===== config.mk =====
export PLATFORM = sky130hd
export DESIGN_NAME = qasm_add
export DESIGN_NICKNAME = d
export VERILOG_FILES = /design/src/design/qasm_pkg.sv /design/src/design/qasm_add.sv
export SDC_FILE = /design/constraint.sdc
export NUM_CORES = 2
export LEC_CHECK = 0
export BUFFER_PORTS_ARGS = -buffer_cell sky130_fd_sc_hd__buf_2
export CAP_MARGIN = 20
export CORE_MARGIN = 4
export CORE_UTILIZATION = 56
export CTS_CLUSTER_DIAMETER = 40
export DETAILED_ROUTE_END_ITERATION = 8
export GPL_TIMING_DRIVEN = 0
export PLACE_DENSITY = 0.78
export SLEW_MARGIN = 30
export SYNTH_ARGS = -nofsm -noshare
export SYNTH_HDL_FRONTEND = slang
export SYNTH_SLANG_ARGS = --single-unit

===== constraint.sdc =====
create_clock -name clk -period 3.25 [get_ports clk]
set_input_delay 0.1625 -clock clk [delete_from_list [all_inputs] [get_ports clk]]
set_output_delay 0.1625 -clock clk [all_outputs]
set_load 0.005 [all_outputs]

===== src/design/qasm_pkg.sv =====
// ----------------------------------------------------------------------------
// qasm_pkg: shared types and constants for the binary128 add/sub/mul core
// Holds the format constants, the operation codes and the record that
// carries an unnormalized result from a datapath into the normalizer.
// ----------------------------------------------------------------------------
package qasm_pkg;

	// Binary128 format.
	localparam int EXP_W    = 15;
	localparam int FRAC_W   = 112;
	localparam int MANT_W   = FRAC_W + 1;
	localparam int EXP_BIAS = 16383;
	localparam int EXP_MAX  = 32767;

	// Guard bits below the mantissa and the normalized leading-bit position.
	localparam int GUARD_W  = 12;
	localparam int NORM_POS = 124;

	// Internal exponent width (signed), wide enough for ea + eb - bias.
	localparam int XEXP_W = 18;

	// Multiplier limb split: four limbs of 29 bits cover the 113-bit mantissa.
	localparam int LIMB_W    = 29;
	localparam int NUM_LIMBS = 4;
	localparam int PROD_SHR  = 100;

	// Operation codes; the spare code behaves as multiply.
	localparam logic [1:0] ACT_ADD     = 2'd0;
	localparam logic [1:0] ACT_SUB     = 2'd1;
	localparam logic [1:0] ACT_MUL     = 2'd2;
	localparam logic [1:0] ACT_MUL_ALT = 2'd3;

	// Unnormalized result: magnitude, exponent of bit 124 and sign.
	typedef struct packed {
		logic [127:0]              frc;
		logic signed [XEXP_W-1:0]  exc;
		logic                      sgn;
	} path_t;

endpackage


===== src/design/qasm_add.sv =====
// ----------------------------------------------------------------------------
// qasm_add: three-stage add/subtract datapath
// Orders the operands by magnitude, aligns the smaller one and adds or
// subtracts the mantissas carrying 12 guard bits.
// ----------------------------------------------------------------------------
module qasm_add (
	input  logic              clk,
	input  logic              en,
	input  logic [63:0]       a_hi,
	input  logic [63:0]       a_lo,
	input  logic [63:0]       b_hi,
	input  logic [63:0]       b_lo,
	output qasm_pkg::path_t   res
);
	import qasm_pkg::*;

	localparam int FW = MANT_W + GUARD_W;

	logic [EXP_W-1:0]  ea, eb, ediff;
	logic [MANT_W-1:0] ma, mb;
	logic              swap;
	logic [7:0]        shamt;

	logic [FW-1:0]     fbig_s1, fsml_s1;
	logic [EXP_W-1:0]  ebig_s1;
	logic              sbig_s1, sub_s1;
	logic [7:0]        shamt_s1;

	logic [FW-1:0]     fbig_s2, fsml_s2;
	logic [EXP_W-1:0]  ebig_s2;
	logic              sbig_s2, sub_s2;

	logic [FW:0]       sum;
	path_t             res_s3;

	// Stage 1: unpack, order by magnitude and work out the alignment shift.
	always_comb begin
		ea    = a_hi[62:48];
		eb    = b_hi[62:48];
		ma    = {(ea != '0), a_hi[47:0], a_lo};
		mb    = {(eb != '0), b_hi[47:0], b_lo};
		swap  = (eb > ea) || ((eb == ea) && (mb > ma));
		ediff = swap ? (eb - ea) : (ea - eb);
		shamt = (ediff >= EXP_W'(128)) ? 8'd128 : ediff[7:0];
	end

	always_ff @(posedge clk) begin
		if (en) begin
			fbig_s1  <= swap ? {mb, GUARD_W'(0)} : {ma, GUARD_W'(0)};
			fsml_s1  <= swap ? {ma, GUARD_W'(0)} : {mb, GUARD_W'(0)};
			ebig_s1  <= swap ? eb : ea;
			sbig_s1  <= swap ? b_hi[63] : a_hi[63];
			sub_s1   <= a_hi[63] ^ b_hi[63];
			shamt_s1 <= shamt;
		end
	end

	// Stage 2: shift the smaller mantissa right; far shifts clear it.
	always_ff @(posedge clk) begin
		if (en) begin
			fbig_s2 <= fbig_s1;
			fsml_s2 <= shamt_s1[7] ? '0 : (fsml_s1 >> shamt_s1[6:0]);
			ebig_s2 <= ebig_s1;
			sbig_s2 <= sbig_s1;
			sub_s2  <= sub_s1;
		end
	end

	// Stage 3: magnitude add or subtract.
	always_comb begin
		if (sub_s2) begin
			sum = {1'b0, fbig_s2 - fsml_s2};
		end else begin
			sum = {1'b0, fbig_s2} + {1'b0, fsml_s2};
		end
	end

	always_ff @(posedge clk) begin
		if (en) begin
			res_s3.frc <= 128'(sum);
			res_s3.exc <= XEXP_W'(ebig_s2);
			res_s3.sgn <= sbig_s2;
		end
	end

	assign res = res_s3;

endmodule


==> impl_metrics.json, run 1 <==
{
  "avgSynthCellArea_um2": 9.545,
  "cts_root_buffer": "clkbuf_16",
  "gp_congestion": 1.073,
  "synth-edff-count": 648,
  "start_util_pct": 56.42,
  "status": "did not finish",
  "die_h_um": 306.4,
  "firstError": "[ERROR GRT-0232] Routing congestion too high. Check the congestion heatmap in the GUI.",
  "pin_count": 405,
  "syn-instance-count": 5224,
  "hpwl_um": 173800,
  "htree_levels": 3,
  "netlist_area_um2": 49860,
  "yosysUniqueCellTypes": 90,
  "yosys_warnings": 0,
  "port_buffers": 399,
  "synthFlopType": "edfxtp_1",
  "ys_async_sr_fraction_pct": 0,
  "die_w_um": 306.4,
  "overflow": 227,
  "antenna_found_initial": 58,
  "pre_cts_ws_ns": -2.039,
  "worst-ep-kind": "register input",
  "rows": 109,
  "grt_max_degree": 100,
  "synth_seq_area_share_pct": 39.02,
  "failing_step": "5_1_grt",
  "clkSinkCount": 648,
  "grtUsageTotal_pct": 74.57,
  "cts_buffer_depth": 3,
  "synth.ff_latch_count": 648,
  "numCtsBuffers": 93,
  "worst_endpoint": "res[122]$_DFFE_PP_/D"
}
==> repair_timing <==
item,CTS
pin swaps,184
setup endpoints to repair,483
hold buffers,256
gates resized for setup,719
hold endpoints to repair,309
buffers inserted,137
==> cell families after synthesis <==
logic type	share of synthesized area, %
muxes	12.95
AOI/OAI and AO/OA	17.96
other	0.007521
buffers and inverters	5.365
and+or+nand+nor	13.02
DFF	39.02
xor gates and xnor gates	2.319
adders and majority gates	9.355
==> through the flow <==
step / instances / cell area, um^2
floorplan: 5228 / 50120
global placement: 6792 / 53580
detailed placement: 6802 / 53880
CTS: 7349 / 63510
==> routing by layer <==
layer	GRT overflow	global-route usage, %
met3	45	60.07
met4	58	64.88
met1	27	78.61
met5	8	42.57
met2	89	88.83
==> Yosys cell counts, types with 25 or more instances <==
master,instances,share of area (%)
ha_1,368,9.2
mux2i_1,166,3.3
clkbuf_1,229,1.7
o21ai_0,339,3.4
nor2_1,557,4.2
inv_1,371,2.8
mux2_2,226,5.1
a31oi_1,35,0.44
nand2_1,390,2.9
nor4_1,82,1.0
a211oi_1,56,0.84
buf_1,64,0.48
nor3_1,67,0.67
nand4_1,119,1.5
o211ai_1,26,0.39
inv_2,27,0.20
o31ai_1,65,0.98
nor2b_1,36,0.45
o21ai_1,49,0.49
a21o_1,91,1.4
mux4_2,100,4.5
o22ai_1,26,0.33
o22a_1,25,0.44
edfxtp_1,648,39
o21bai_1,69,1.0
nand3_1,69,0.69
xnor2_1,117,2.1
a21oi_1,481,4.8
==> run 2: changes to the inputs <==
CORE_UTILIZATION = 40   (was 56)
CTS_CLUSTER_DIAMETER = not set   (was 40)
PLACE_DENSITY = not set   (was 0.78)
PLACE_DENSITY_LB_ADDON = 0.15   (was not set)
clock period = 4.2 ns   (was 3.25 ns; I/O delays follow)
==> run 2 against run 1 <==
  * The flow now finishes, with violations (setup timing)
  * Synthesized cell count did not move
  * Synthesized area unchanged
==> impl_metrics.json, run 2 <==
{
  "status": "complete, but fails checks",
  "violations": "setup timing",
  "clk_pin_slew_ns": 0.06,
  "antenna_found_initial": 19,
  "worstPathRequired_ns": 4.62,
  "worstSetupPathType": "register to register",
  "end_kind": "register",
  "drive_gt1_share_pct": 21.04,
  "yosys-top-cells-area": "edfxtp_1, ha_1, mux2_2",
  "fin_nets": 6635,
  "hold_violations": 0,
  "gp_congestion": 1.021,
  "reg2reg_from": "fbig_s2[46]",
  "crit_fanout": 9,
  "tritoncts": "done",
  "finalPower_w": 0.02371,
  "numCtsBuffers": 74,
  "grt_pass1_wl_um": 318400,
  "worst_slew_pin_slew_ns": 1.024,
  "drv_slew": 0,
  "first_iter_violations": 5082,
  "multi_input_area_um2": 29240,
  "mostFrequentLayoutCells": "edfxtp_1, nor2_1, a21oi_1",
  "clkSinkCount": 648,
  "routed_via_density": 6.034,
  "grtUsageTotal_pct": 33.33,
  "syn-instance-count": 5224,
  "regArea_um2": 19460,
  "hpwl_um": 182500,
  "overflow": 0,
  "yosysUniqueCellTypes": 90,
  "hp-class": "input port to register",
  "fmax_ghz": 0.2332,
  "avgSynthCellArea_um2": 9.545,
  "setup_violations": 4,
  "final_common_cell": "edfxtp_1",
  "yosysMostFrequentCell": "edfxtp_1",
  "min_period_ns": 4.289,
  "synth_commonest_cells": "edfxtp_1, nor2_1, a21oi_1",
  "power_density_nw_per_um2": 386.1,
  "yosys_warnings": 0,
  "reg2reg_slack_ns": -0.09,
  "cts_root_buffer": "clkbuf_16",
  "synthFlopType": "edfxtp_1",
  "rsz0062_at_grt": "true",
  "htree_levels": 3,
  "synth.ff_latch_count": 648,
  "reg2reg_depth": 14,
  "critPathLaunch": "fbig_s2[46]",
  "use_met3_pct": 6.260,
  "synth-edff-count": 648,
  "coreArea_um2": 123800,
  "vdd_drop_max_mv": 0.3628,
  "startpoint_type": "register",
  "relSlewSlack_pct": 31.12,
  "insertion_delay_ns": 0.69,
  "worst_slack_ns": -0.08909,
  "top_usage_layer": "met2",
  "cts_buffer_depth": 3,
  "vias": 46503,
  "fin_area_um2": 61400,
  "regToRegEndpoint": "res[142]",
  "first_global_vias": 45195,
  "finClkSkew_ns": 0.03747,
  "p_leak_nw": 24.41,
  "syn_to_final_growth_pct": 23.14,
  "remaining_drc_errors": 0,
  "post_drt_wl_per_cell_um": 29.19,
  "cap_violations": 0,
  "use_met1_pct": 46.16,
  "synth_area_leader_cell": "edfxtp_1",
  "start_util_pct": 40.28,
  "pin_count": 405,
  "utilization_pct": 49.60,
  "fillers": 11634,
  "drtAntennaViolNets": 0,
  "port_buffers": 399,
  "placed_area_um2": 54380,
  "synth_top_area_share_pct": 39.02,
  "die_w_um": 361.1,
  "cp-endpoint": "res[142]",
  "largest_reg_flops": 142,
  "synth_seq_area_share_pct": 39.02,
  "rows": 129,
  "pre_cts_ws_ns": -1.682,
  "fp.dieArea_um2": 130400,
  "whs_ns": 0.02799,
  "grt_max_degree": 95,
  "die_h_um": 361.1,
  "wl_um": 225000,
  "critPathArrivalTime_ns": 4.71,
  "met2_usage_pct": 52.42,
  "dr.pass1.iters": 6,
  "fin_crit_sh_pct": 102.1,
  "ys_async_sr_fraction_pct": 0,
  "netlist_area_um2": 49860
}
[run 2: cell counts after synthesis]
No cell type changed its count.
[run 2: how the worst min path moves through the flow]
stage / start / end / slack, ns / cells past startpoint
finish: a_lo[18] / fsml_s1[30] / 0.03 / 3
global route: a_lo[18] / fsml_s1[30] / 0.03 / 3
CTS: a_lo[18] / fsml_s1[30] / 0.0008 / 3
detailed placement: ebig_s1[6] / ebig_s2[6] / 0.40 / 0
global placement: fbig_s1[82] / fbig_s2[82] / 0.40 / 0
floorplan: en / ebig_s1[0] / 0.32 / 0
[run 2: final cells by class]
class                           count  area share (%)
Multi-Input combinational cell   3875           47.62
Sequential cell                   648           31.69
Timing Repair Buffer              732           8.868
Tap cell                         1637           3.336
Clock buffer                       82           3.065
Inverter                          399           2.439
Buffer                            276           2.044
Clock inverter                     49          0.9047
Antenna cell                        9         0.03668
[run 2: cell families (layout without fill, tap and decap cells)]
group	count (synthesis)	count (layout)	share of synthesized area [%]
XOR/XNOR	132	132	2.319
AND/OR/NAND/NOR	1428	1428	13.02
flip-flops	648	648	39.02
other	1	14	0.007521
adder cells (fa/ha/maj)	371	371	9.355
AO/OA/AOI/OAI	1447	1447	17.96
buffers and inverters	705	1538	5.365
multiplexers	492	492	12.95
[run 2: worst max-delay path, stage by stage (launching register included)]
cell       delay (ns)
edfxtp_1         0.61
ha_2             0.44
a21oi_1          0.36
o21ai_0          0.22
a21oi_1          0.18
o211ai_1         0.14
a21oi_4          0.27
a2111oi_4        0.10
buf_4            0.18
o31a_1           0.40
a221o_2          0.48
nand2_1          0.12
a31oi_1          0.10
a211oi_2         0.29
xnor2_2          0.13
[run 2: where the power goes]
group	internal (W)	switching (W)
Clock	0.00377	0.00277
Sequential	0.00813	0.000592
Combinational	0.00309	0.00536
[run 2: timing repair]
action / in CTS / in global routing
pin swaps: 32 / 30
setup endpoints to repair: 382 / 239
gates resized for setup: 236 / 163
buffers inserted: 35 / 22
endpoints found under the hold margin: 292 / 0
hold buffers: 259 / 0
[run 2: metal layers]
metal | up-vias | part of all wire [%]
li1 | 20934 | -
met1 | 23014 | 43
met2 | 2174 | 45
met3 | 373 | 8.2
met4 | 8 | 3.7
met5 | - | 0.028
[run 2: through the flow]
step           setup TNS, ns  std cells
3_5_place_dp         -356.44       7280
3_3_place_gp        -5017.28       7264
5_1_grt              -0.7172       7702
2_1_floorplan              0       5228
4_1_cts               -3.766       7680
6_report             -0.2106       7707
Note: power is estimated with default switching activity, not from simulation.
